<file path="config.mk">
export PLATFORM = sky130hd
export DESIGN_NAME = cai_div_cell
export DESIGN_NICKNAME = d
export VERILOG_FILES = /design/src/cai_pkg.sv /design/src/cai_div_cell.sv
export SDC_FILE = /design/constraint.sdc
export NUM_CORES = 1
export LEC_CHECK = 0
export BUFFER_PORTS_ARGS = -buffer_cell sky130_fd_sc_hd__buf_4
export CELL_PAD_IN_SITES_DETAIL_PLACEMENT = 2
export CELL_PAD_IN_SITES_GLOBAL_PLACEMENT = 2
export CORE_AREA = 4 4 242 244
export CTS_CLUSTER_DIAMETER = 40
export CTS_CLUSTER_SIZE = 8
export DETAILED_ROUTE_END_ITERATION = 10
export DIE_AREA = 0 0 246 248
export GPL_TIMING_DRIVEN = 0
export PLACE_DENSITY_LB_ADDON = 0.1
export SETUP_SLACK_MARGIN = 0.3
export SLEW_MARGIN = 15
export SYNTH_ARGS = -nofsm -noshare
export SYNTH_HDL_FRONTEND = slang
export SYNTH_SLANG_ARGS = --single-unit
</file>
<file path="constraint.sdc">
create_clock -name clk_i -period 0.8 [get_ports clk_i]
set_input_delay 0.16 -clock clk_i [delete_from_list [all_inputs] [get_ports clk_i]]
set_output_delay 0.16 -clock clk_i [all_outputs]
set_load 0.1 [all_outputs]
</file>
<file path="src/cai_pkg.sv">
// Shared types, constants and width helpers for the complex integer ALU.
`timescale 1ns / 1ps
package cai_pkg;

  localparam int OPERAND_WIDTH_DEF = 16;
  localparam int RES_WIDTH         = 33;
  localparam int MAX_INT_WIDTH     = 64;

  typedef enum logic [1:0] {
    OP_ADD = 2'd0,
    OP_SUB = 2'd1,
    OP_MUL = 2'd2,
    OP_DIV = 2'd3
  } op_e;

  // Control word that travels down the pipeline next to each beat.
  typedef struct packed {
    logic valid;
    op_e  op;
    logic dz;
  } ctl_t;

  // Internal arithmetic width: room for the widest sum plus sign, at least one
  // bit more than the result, capped at the 64-bit wrap of the arithmetic.
  function automatic int calc_iw(input int w);
    int iw;
    iw = 2 * w + 2;
    if (iw < RES_WIDTH + 1) iw = RES_WIDTH + 1;
    if (iw > MAX_INT_WIDTH) iw = MAX_INT_WIDTH;
    return iw;
  endfunction

endpackage

</file>
<file path="src/cai_div_cell.sv">
// One restoring-division cell: produces one quotient bit for both lanes.
`timescale 1ns / 1ps
module cai_div_cell import cai_pkg::*; #(
  parameter int IW = calc_iw(OPERAND_WIDTH_DEF)
) (
  input  logic                 clk_i,
  input  logic                 rst_ni,
  input  ctl_t                 ctl_i,
  input  logic [IW-1:0]        den_i,
  input  logic [IW-1:0]        mag_re_i,
  input  logic [IW-1:0]        mag_im_i,
  input  logic [IW-1:0]        rem_re_i,
  input  logic [IW-1:0]        rem_im_i,
  input  logic [IW-1:0]        q_re_i,
  input  logic [IW-1:0]        q_im_i,
  input  logic                 neg_re_i,
  input  logic                 neg_im_i,
  input  logic [RES_WIDTH-1:0] pass_re_i,
  input  logic [RES_WIDTH-1:0] pass_im_i,
  output ctl_t                 ctl_o,
  output logic [IW-1:0]        den_o,
  output logic [IW-1:0]        mag_re_o,
  output logic [IW-1:0]        mag_im_o,
  output logic [IW-1:0]        rem_re_o,
  output logic [IW-1:0]        rem_im_o,
  output logic [IW-1:0]        q_re_o,
  output logic [IW-1:0]        q_im_o,
  output logic                 neg_re_o,
  output logic                 neg_im_o,
  output logic [RES_WIDTH-1:0] pass_re_o,
  output logic [RES_WIDTH-1:0] pass_im_o
);

  logic [IW:0]   rs_re, rs_im, df_re, df_im;
  logic          ge_re, ge_im;
  logic [IW-1:0] rem_re_d, rem_im_d;
  ctl_t          ctl_q;

  // Bring down the next dividend bit and try a subtract of the divisor.
  always_comb begin
    rs_re    = {rem_re_i, mag_re_i[IW-1]};
    rs_im    = {rem_im_i, mag_im_i[IW-1]};
    df_re    = rs_re - {1'b0, den_i};
    df_im    = rs_im - {1'b0, den_i};
    ge_re    = rs_re >= {1'b0, den_i};
    ge_im    = rs_im >= {1'b0, den_i};
    rem_re_d = ge_re ? df_re[IW-1:0] : rs_re[IW-1:0];
    rem_im_d = ge_im ? df_im[IW-1:0] : rs_im[IW-1:0];
  end

  always_ff @(posedge clk_i or negedge rst_ni) begin
    if (!rst_ni) begin
      ctl_q <= '0;
    end else begin
      ctl_q <= ctl_i;
    end
  end

  always_ff @(posedge clk_i) begin
    den_o     <= den_i;
    mag_re_o  <= {mag_re_i[IW-2:0], 1'b0};
    mag_im_o  <= {mag_im_i[IW-2:0], 1'b0};
    rem_re_o  <= rem_re_d;
    rem_im_o  <= rem_im_d;
    q_re_o    <= {q_re_i[IW-2:0], ge_re};
    q_im_o    <= {q_im_i[IW-2:0], ge_im};
    neg_re_o  <= neg_re_i;
    neg_im_o  <= neg_im_i;
    pass_re_o <= pass_re_i;
    pass_im_o <= pass_im_i;
  end

  assign ctl_o = ctl_q;

endmodule
</file>
==> qor.yml <==
grt_max_degree: 19
ys_ff_latch: 308
antenna_found_initial: 19
io_pins: 622
end_kind: "register"
synthCells: 1021
place_area_um2: 18000
netlist_area_um2: 11100
fin_util_pct: 50.4
power_density_nw_per_um2: 2470
nNetsFinal: 2417
setup_viol_count_final: 378
whs_ps: -263
die_area_um2: 61000
io_buffer_count: 617
worstPathMaxFanout: 4
max_freq_mhz: 397
overflow: 0
num_rows: 87
grt_usage_pct: 21.6
routedWlPerCell_um: 27.9
async_reset_ff_share_pct: 1.30
cp-start-kind: "primary input"
clkSinkCount: 308
hold_viol: 50
cts_tree: "yes"
nFillCells: 5236
rsz0062_at_grt: "true"
ant_nets: 0
cts-hold-fix-buffers: 257
synth-seq-area-share_pct: 55.9
wirelength_mm: 79.7
fp.dieH_um: 248
start_util_pct: 19.7
outcome: "finished, violations left"
fin_ws_ps: -1720
syn_area_per_cell_um2: 10.8
crit_arrival_ps: 3000
design_area_um2: 28400
cts_max_level: 2
slew_headroom_pct: 32.9
dp_slack_ps: -3240
core-area_um2: 56300
drive_gt1_share_pct: 63.0
clockBufferDepth: 3
crit_required_ps: 1280
path_clk_slew_ps: 50
cts_buffers: 61
layout_commonest_cell: "buf_4"
root_buffer: "clkbuf_16"
failed_checks: "hold timing, setup timing"
vias: 12302
worst_slew_pin_slew_ps: 996
synth-edff-count: 0
drv_slew: 0
synth_warnings: 0
seq_area_um2: 7320
dr.pass1.iters: 4
fin_crit_sh_pct: 315
crit_type: "in -> reg"
leakagePower_nw: 12.2
holdCritPathClass: "in -> reg"
layout_common_cells: "350 x buf_4, 319 x buf_12, 294 x dfxtp_4"
multi_input_area_um2: 5590
drv_cap: 0
grt_pass1_wl_mm: 98.5
dp_hpwl_mm: 48.3
die_w_um: 246
area_growth_pct: 156
via_per_inst: 4.31
first_global_vias: 13623
period_needed_ps: 2520
gp_congestion: 0.780
route.detailed.drc: 0
synth_cell_types: 69
first_iter_violations: 413
synth-main-ff-cell: "dfxtp_1"
vdd_drop_max_v: 0.00164
metrics by stage:
| step | total power, mW | hold slack, ps | instances | setup TNS (ps) |
|---|---|---|---|---|
| finish | 70.0 | -263 | 2855 | -259600 |
| global route | 72.5 | -296 | 2850 | -276540 |
| CTS | 64.1 | -327 | 2791 | -299170 |
| detailed placement | 36.8 | -38.3 | 2395 | -203220 |
| global placement | 36.6 | -38.4 | 2395 | -202400 |
| floorplan | 31.5 | -136 | 1022 | -123880 |
cells in the mapped netlist (18+ instances only):
| cell type | n | area share, % |
|---|---|---|
| dfxtp_1 | 304 | 55 |
| a21oi_1 | 87 | 3.9 |
| ha_1 | 68 | 7.7 |
| nor2_1 | 66 | 2.2 |
| inv_1 | 60 | 2.0 |
| nand2_1 | 54 | 1.8 |
| mux2_2 | 44 | 4.5 |
| a21o_1 | 37 | 2.5 |
| o21ai_0 | 33 | 1.5 |
| xnor2_1 | 33 | 2.6 |
| nand3_1 | 18 | 0.81 |
| xor2_1 | 18 | 1.4 |
sequential cells by signal (all words and copies together), names as in the netlist, 34 cells and up:
| signal | count |
|---|---|
| rem_re_o | 34 |
| q_re_o | 34 |
| den_o | 34 |
| q_im_o | 34 |
| rem_im_o | 34 |
path summary, 6_finish.rpt:
check | startpoint | to | cells past startpoint
setup / recovery | den_i[0] | rem_im_o[28] | 12
hold / removal | den_i[0] | den_o[0] | 1
max in group asynchronous | rst_ni | ctl_o[1] | 2
min in group asynchronous | rst_ni | ctl_o[2] | 2
routing by layer:
metal / GRT usage [%] / up-vias / share of wire [%]
met5: 0 / - / 0.093
met4: 6.21 / 10 / 3.2
met3: 5.68 / 133 / 6.3
met2: 42.1 / 407 / 55
met1: 22.8 / 6098 / 35
li1: - / 5654 / -
critical path, stage by stage:
cell	delay (ps)
buf_4	130
ha_4	140
inv_2	40
fa_2	420
a211oi_2	290
o21ai_2	110
a311oi_2	360
nor2_4	110
a211oi_4	340
nor3_2	80
or4_4	520
mux2_4	280
area by class of cell:
cell class | instances | area share (%)
Timing Repair Buffer | 950 | 42.1
Sequential cell | 308 | 25.8
Multi-Input combinational cell | 627 | 19.7
Clock buffer | 72 | 5.56
Tap cell | 756 | 3.33
Clock inverter | 37 | 1.49
Inverter | 61 | 0.997
Buffer | 26 | 0.878
Antenna cell | 18 | 0.159
logic make-up (layout without fill, tap and decap cells):
logic type / after synthesis / in the layout / share of synthesized area [%]
AOI/OAI and AO/OA: 245 / 245 / 14.7
adders and majority gates: 70 / 70 / 8.05
other: 1 / 20 / 0.0339
DFF: 308 / 308 / 55.9
and+or+nand+nor: 210 / 210 / 9.06
muxes: 49 / 49 / 4.93
xor gates and xnor gates: 51 / 51 / 4.04
buffers and inverters: 87 / 1146 / 3.28
what timing repair did:
| action | CTS | global route |
|---|---|---|
| pin swaps | 18 | 40 |
| cloned | 1 | 6 |
| resized for setup | 179 | 1016 |
| hold endpoints to repair | 310 | 54 |
| buffers inserted | 29 | 40 |
| endpoints found under the setup margin | 378 | 378 |
report_power, final:
group	switching (mW)	internal [mW]	leakage, nW
Combinational	15.7	10.4	8.50
Sequential	1.33	16.8	2.71
Clock	9.72	16.0	0.962
Total	26.7	43.2	12.2
Note: power is estimated with default switching activity, not from simulation.
