`config.mk`:
```
export PLATFORM = sky130hd
export DESIGN_NAME = cai_front
export DESIGN_NICKNAME = d
export VERILOG_FILES = /design/src/cai_pkg.sv /design/src/cai_front.sv
export SDC_FILE = /design/constraint.sdc
export NUM_CORES = 2
export LEC_CHECK = 0
export BUFFER_PORTS_ARGS = -buffer_cell sky130_fd_sc_hd__buf_2
export CAP_MARGIN = 20
export CELL_PAD_IN_SITES_DETAIL_PLACEMENT = 0
export CELL_PAD_IN_SITES_GLOBAL_PLACEMENT = 1
export CORE_MARGIN = 2
export CORE_UTILIZATION = 24
export DETAILED_ROUTE_END_ITERATION = 8
export PLACE_DENSITY = 0.57
export SYNTH_ARGS = -nofsm -noshare
export SYNTH_HDL_FRONTEND = slang
export SYNTH_SLANG_ARGS = --single-unit
```
`constraint.sdc`:
```
create_clock -name clk_i -period 6.62 [get_ports clk_i]
set_clock_uncertainty 0.1 [all_clocks]
set_input_delay 0.662 -clock clk_i [delete_from_list [all_inputs] [get_ports clk_i]]
set_output_delay 0.662 -clock clk_i [all_outputs]
set_load 0.02 [all_outputs]
```
`src/cai_pkg.sv`:
```
// Shared types, constants and width helpers for the complex integer ALU.
`timescale 1ns / 1ps
package cai_pkg;

  localparam int OPERAND_WIDTH_DEF = 16;
  localparam int RES_WIDTH         = 33;
  localparam int MAX_INT_WIDTH     = 64;

  typedef enum logic [1:0] {
    OP_ADD = 2'd0,
    OP_SUB = 2'd1,
    OP_MUL = 2'd2,
    OP_DIV = 2'd3
  } op_e;

  // Control word that travels down the pipeline next to each beat.
  typedef struct packed {
    logic valid;
    op_e  op;
    logic dz;
  } ctl_t;

  // Internal arithmetic width: room for the widest sum plus sign, at least one
  // bit more than the result, capped at the 64-bit wrap of the arithmetic.
  function automatic int calc_iw(input int w);
    int iw;
    iw = 2 * w + 2;
    if (iw < RES_WIDTH + 1) iw = RES_WIDTH + 1;
    if (iw > MAX_INT_WIDTH) iw = MAX_INT_WIDTH;
    return iw;
  endfunction

endpackage

```
`src/cai_front.sv`:
```
// Front end: operand capture, product stage and sum/sign stage.
`timescale 1ns / 1ps
module cai_front import cai_pkg::*; #(
  parameter int OPERAND_WIDTH = OPERAND_WIDTH_DEF,
  parameter int IW            = calc_iw(OPERAND_WIDTH_DEF)
) (
  input  logic                            clk_i,
  input  logic                            rst_ni,
  input  logic                            start_i,
  input  logic [1:0]                      opcode_i,
  input  logic signed [OPERAND_WIDTH-1:0] a_real_i,
  input  logic signed [OPERAND_WIDTH-1:0] a_imag_i,
  input  logic signed [OPERAND_WIDTH-1:0] b_real_i,
  input  logic signed [OPERAND_WIDTH-1:0] b_imag_i,
  output ctl_t                            ctl_o,
  output logic [IW-1:0]                   den_o,
  output logic [IW-1:0]                   mag_re_o,
  output logic [IW-1:0]                   mag_im_o,
  output logic                            neg_re_o,
  output logic                            neg_im_o,
  output logic [RES_WIDTH-1:0]            pass_re_o,
  output logic [RES_WIDTH-1:0]            pass_im_o
);

  localparam int PW = 2 * OPERAND_WIDTH;

  // Stage 1: operand registers.
  logic                            v1_q;
  op_e                             op1_q;
  logic signed [OPERAND_WIDTH-1:0] a_q, b_q, c_q, d_q;

  // Stage 2: products and the part-wise add or subtract.
  logic                  v2_q;
  op_e                   op2_q;
  logic signed [PW-1:0]  ac_q, bd_q, ad_q, bc_q, cc_q, dd_q;
  logic [RES_WIDTH-1:0]  as_re_q, as_im_q;
  logic [RES_WIDTH-1:0]  as_re_d, as_im_d;

  // Stage 3 next values.
  logic [IW-1:0]        ac_x, bd_x, ad_x, bc_x, cc_x, dd_x;
  logic [IW-1:0]        num_re, num_im, mre, mim, den_d;
  logic [RES_WIDTH-1:0] pre_d, pim_d;
  ctl_t                 ctl_d, ctl_q;
  logic [IW-1:0]        den_q, mag_re_q, mag_im_q;
  logic                 neg_re_q, neg_im_q;
  logic [RES_WIDTH-1:0] pass_re_q, pass_im_q;

  always_ff @(posedge clk_i or negedge rst_ni) begin
    if (!rst_ni) begin
      v1_q  <= 1'b0;
      v2_q  <= 1'b0;
      ctl_q <= '0;
    end else begin
      v1_q  <= start_i;
      v2_q  <= v1_q;
      ctl_q <= ctl_d;
    end
  end

  always_comb begin
    if (op1_q == OP_SUB) begin
      as_re_d = RES_WIDTH'(a_q) - RES_WIDTH'(c_q);
      as_im_d = RES_WIDTH'(b_q) - RES_WIDTH'(d_q);
    end else begin
      as_re_d = RES_WIDTH'(a_q) + RES_WIDTH'(c_q);
      as_im_d = RES_WIDTH'(b_q) + RES_WIDTH'(d_q);
    end
  end

  always_ff @(posedge clk_i) begin
    op1_q   <= op_e'(opcode_i);
    a_q     <= a_real_i;
    b_q     <= a_imag_i;
    c_q     <= b_real_i;
    d_q     <= b_imag_i;
    op2_q   <= op1_q;
    ac_q    <= PW'(a_q) * PW'(c_q);
    bd_q    <= PW'(b_q) * PW'(d_q);
    ad_q    <= PW'(a_q) * PW'(d_q);
    bc_q    <= PW'(b_q) * PW'(c_q);
    cc_q    <= PW'(c_q) * PW'(c_q);
    dd_q    <= PW'(d_q) * PW'(d_q);
    as_re_q <= as_re_d;
    as_im_q <= as_im_d;
  end

  always_comb begin
    ac_x = IW'(ac_q);
    bd_x = IW'(bd_q);
    ad_x = IW'(ad_q);
    bc_x = IW'(bc_q);
    cc_x = IW'(cc_q);
    dd_x = IW'(dd_q);
    den_d  = cc_x + dd_x;
    num_re = ac_x + bd_x;
    num_im = bc_x - ad_x;
    mre    = num_re[IW-1] ? IW'(-num_re) : num_re;
    mim    = num_im[IW-1] ? IW'(-num_im) : num_im;
    if (op2_q == OP_MUL) begin
      pre_d = RES_WIDTH'(ac_x - bd_x);
      pim_d = RES_WIDTH'(ad_x + bc_x);
    end else begin
      pre_d = as_re_q;
      pim_d = as_im_q;
    end
    ctl_d.valid = v2_q;
    ctl_d.op    = op2_q;
    ctl_d.dz    = (op2_q == OP_DIV) && (den_d == '0);
  end

  always_ff @(posedge clk_i) begin
    den_q     <= den_d;
    mag_re_q  <= mre;
    mag_im_q  <= mim;
    neg_re_q  <= num_re[IW-1];
    neg_im_q  <= num_im[IW-1];
    pass_re_q <= pre_d;
    pass_im_q <= pim_d;
  end

  assign ctl_o     = ctl_q;
  assign den_o     = den_q;
  assign mag_re_o  = mag_re_q;
  assign mag_im_o  = mag_im_q;
  assign neg_re_o  = neg_re_q;
  assign neg_im_o  = neg_im_q;
  assign pass_re_o = pass_re_q;
  assign pass_im_o = pass_im_q;

endmodule

```
==> impl_metrics.toml <==
[routing]
post-route-drc-count = 0
firstDrtPassIters = 6
drt_iter0_drc = 2944
avgViaCountPerCell = 4.30
drt_wl_total_mm = 251
postRouteAntennaNets = 0
wl_per_cell_um = 18.6
num_vias = 58000

[layout]
fin_nets = 11400
area_delta_synth_final_pct = 19.3
fin_util_pct = 28.8
drive_gt1_share_pct = 13.0
fillCellCount = 34300

[critical_path]
start_kind = "flip-flop"
r2r_slack_ns = 0.02
cp_max_fo = 7
cp.required_ns = 7.23
critPathKind = "reg2reg"
arrival_ns = 7.21
worstSetupEndpointType = "flip-flop"
reg2reg_depth = 27
r2r_end = "ac_q[29]$_DFF_P_"
r2r_start = "c_q[5]$_DFF_P_"

[global_routing]
grt_pass1_wl_mm = 387
grt_pass1_vias = 64300
antenna_found_initial = 29
grt-ovfl-total = 0
grtUsageTotal_pct = 15.2
grt_max_degree = 46

[timing]
max_freq_mhz = 152
setup_viol = 0
tightest_slew_ns = 0.997
finalCritPeriodShare_pct = 99.7
tns_ns = 0
fin_ws_ns = 0.0202
hold_violations = 0
relSlewSlack_pct = 32.8
rsz0062_at_grt = "yes"
maxSlewViolCount = 0
period_needed_ns = 6.60

[worst_hold_path]
whs_path_depth = 1
hp-class = "in2reg"
min_to = "d_q[3]$_DFF_P_"
hp-start = "b_imag_i[3]"

[die]
start_util_pct = 24.2
die_h_um = 573
ios = 243
die_x_um = 573
core_area_um2 = 322000
die-area_um2 = 328000
rows = 208

[yosys]
synth_commonest_cells = "inv_1 (1925), fa_1 (1520), nand2_1 (785)"
netlist_instances = 8533
synthFlopType = "dfxtp_1"
ys_top_cells_by_area = "fa_1 (39%), dfxtp_1 (12%), ha_1 (11%)"
yosysSeqAreaShare_pct = 12.1
synthArstFlopShare_pct = 1.28
yosysTopAreaCell = "fa_1"
yosysWarningCount = 0
synth_area_per_cell_um2 = 9.11
synth_cell_types = 85
syn_area_um2 = 77700
synth_top_area_share_pct = 39.1
synth.most_common_cell = "inv_1"
synth-edff-count = 0
synth-seq-cells = 467

[status]
status = "completed"

[clocking]
cts.clk_slew.worst_paths_ns = 0.06
cts_sinks = 467
cts_buffer_depth = 4
cts-root-buf = "clkbuf_16"
clock_latency_ns = 0.83
cts_made_buffers = 76
cts_tree = "done"
htree_levels = 3

[placement]
io_buffers = 242
gp_congestion = 0.870
dpl_worst_slack_ns = -0.228
dpl.hpwl_mm = 208

[run]
drv_cap = 0
[critical path, cell delays in order (launching register included)]
cell and delay (ns):
dfxtp_4 0.37, buf_12 0.16, buf_4 0.16, buf_4 0.17, and2_1 0.16, fa_2 0.53
inv_1 0.05, fa_1 0.37, fa_1 0.48, fa_1 0.51, inv_2 0.06, fa_1 0.52
fa_1 0.62, ha_4 0.23, a21oi_2 0.17, nor2b_2 0.08, a311oi_4 0.24, buf_4 0.18
o21bai_1 0.08, nand3_1 0.14, a211oi_2 0.09, o311ai_1 0.25, buf_4 0.18, a31oi_2 0.09
a21oi_2 0.19, buf_4 0.13, xnor2_1 0.05, buf_4 0.12
[repair_timing]
item,4_1_cts,5_1_grt
gates resized for setup,44,286
buffers inserted,0,40
pin swaps,11,118
endpoints found under the hold margin,71,0
endpoints found under the setup margin,19,40
hold buffers,66,0
gates cloned,1,13
[final cells by class]
type / count / area [um2] / area share (%)
well taps: 4305 / 5390 / 5.81
repair buffers: 849 / 7280 / 7.85
multi-input cells: 5778 / 60800 / 65.5
inverters: 1940 / 7300 / 7.87
clock buffers: 91 / 2010 / 2.17
clock inverters: 42 / 526 / 0.567
diodes: 9 / 22.5 / 0.0243
flip-flops and latches: 467 / 9470 / 10.2
[state kept, by name, summed over array words and instances (netlist names)]
name / count
ac_q: 32
as_re_q: 17
b_q: 16
bd_q: 32
c_q: 16
op2_q: 2
dd_q: 31
bc_q: 32
d_q: 16
ctl_o: 4
neg_im_o: 1
v2_q: 1
ad_q: 32
pass_im_o: 33
mag_re_o: 34
cc_q: 31
neg_re_o: 1
pass_re_o: 33
den_o: 33
mag_im_o: 34
op1_q: 2
v1_q: 1
as_im_q: 17
a_q: 16
[routing by layer]
metal  vias up  GRT usage (%)  part of all wire [%]
met5         -              0                 0.027
met4        10           3.81                   2.8
met3       280           1.81                   4.2
met2      1134           25.9                    48
met1     29600           20.5                    45
li1      27000              -                     -
[how the worst max path moves through the flow]
stage	depth (start not counted)	from	slack, ns	endpoint
floorplan	27	c_q[9]$_DFF_P_	0.02	ac_q[30]$_DFF_P_
finish	27	c_q[5]$_DFF_P_	0.02	ac_q[29]$_DFF_P_
global route	26	c_q[5]$_DFF_P_	-0.21	ac_q[29]$_DFF_P_
CTS	23	d_q[3]$_DFF_P_	0.007	dd_q[31]$_DFF_P_
global placement	24	d_q[8]$_DFF_P_	-0.25	dd_q[30]$_DFF_P_
detailed placement	23	d_q[1]$_DFF_P_	-0.23	dd_q[30]$_DFF_P_
[stage by stage]
step / instances / hold slack (ns) / cell area, um2
2_1_floorplan: 8534 / 0.231 / 77800
6_report: 13500 / 0.0655 / 92700
3_5_place_dp: 13200 / 0.251 / 87500
5_1_grt: 13500 / 0.0150 / 92700
3_3_place_gp: 13200 / 0.244 / 87500
4_1_cts: 13400 / 0.00259 / 90900
[cells by family after synthesis]
family	Yosys count	synth area share, %
buf+inv	2289	11.1
fa+ha+maj	2234	50.6
simple gates	2115	13.1
compound gates	959	7.84
flops	467	12.1
xor+xnor	458	5.17
mux	10	0.130
other cells	1	0.00482
[cells in the final DEF, fill, tap and decap left out, types with 17 or more instances in the layout]
master            n
nor3_1           84
or2_2            20
o21a_1           42
nor2_1          385
buf_2           243
ha_4             19
or3_1            18
nand2_1         775
a31oi_1          41
inv_1          1902
nor2b_1          38
and3_1           21
dfxtp_1         421
a21oi_2          25
inv_2            22
o31ai_1          24
and2_1          526
clkbuf_16        89
ha_1            688
buf_4           414
nand2b_1         60
fa_2             22
o21ai_1          18
buf_12           74
dfxtp_4          17
o21ai_0         176
nor4_1           18
dfxtp_2          23
fa_1           1498
buf_6            33
a21oi_1         283
xor2_1           97
dlygate4sd3_1    66
a21o_1           76
nand3_1          50
o21bai_1         60
a211oi_1         29
xnor2_1         357
Power is not shown: default switching activity piles up to over one toggle a cycle in this logic, so the estimate is an artifact.
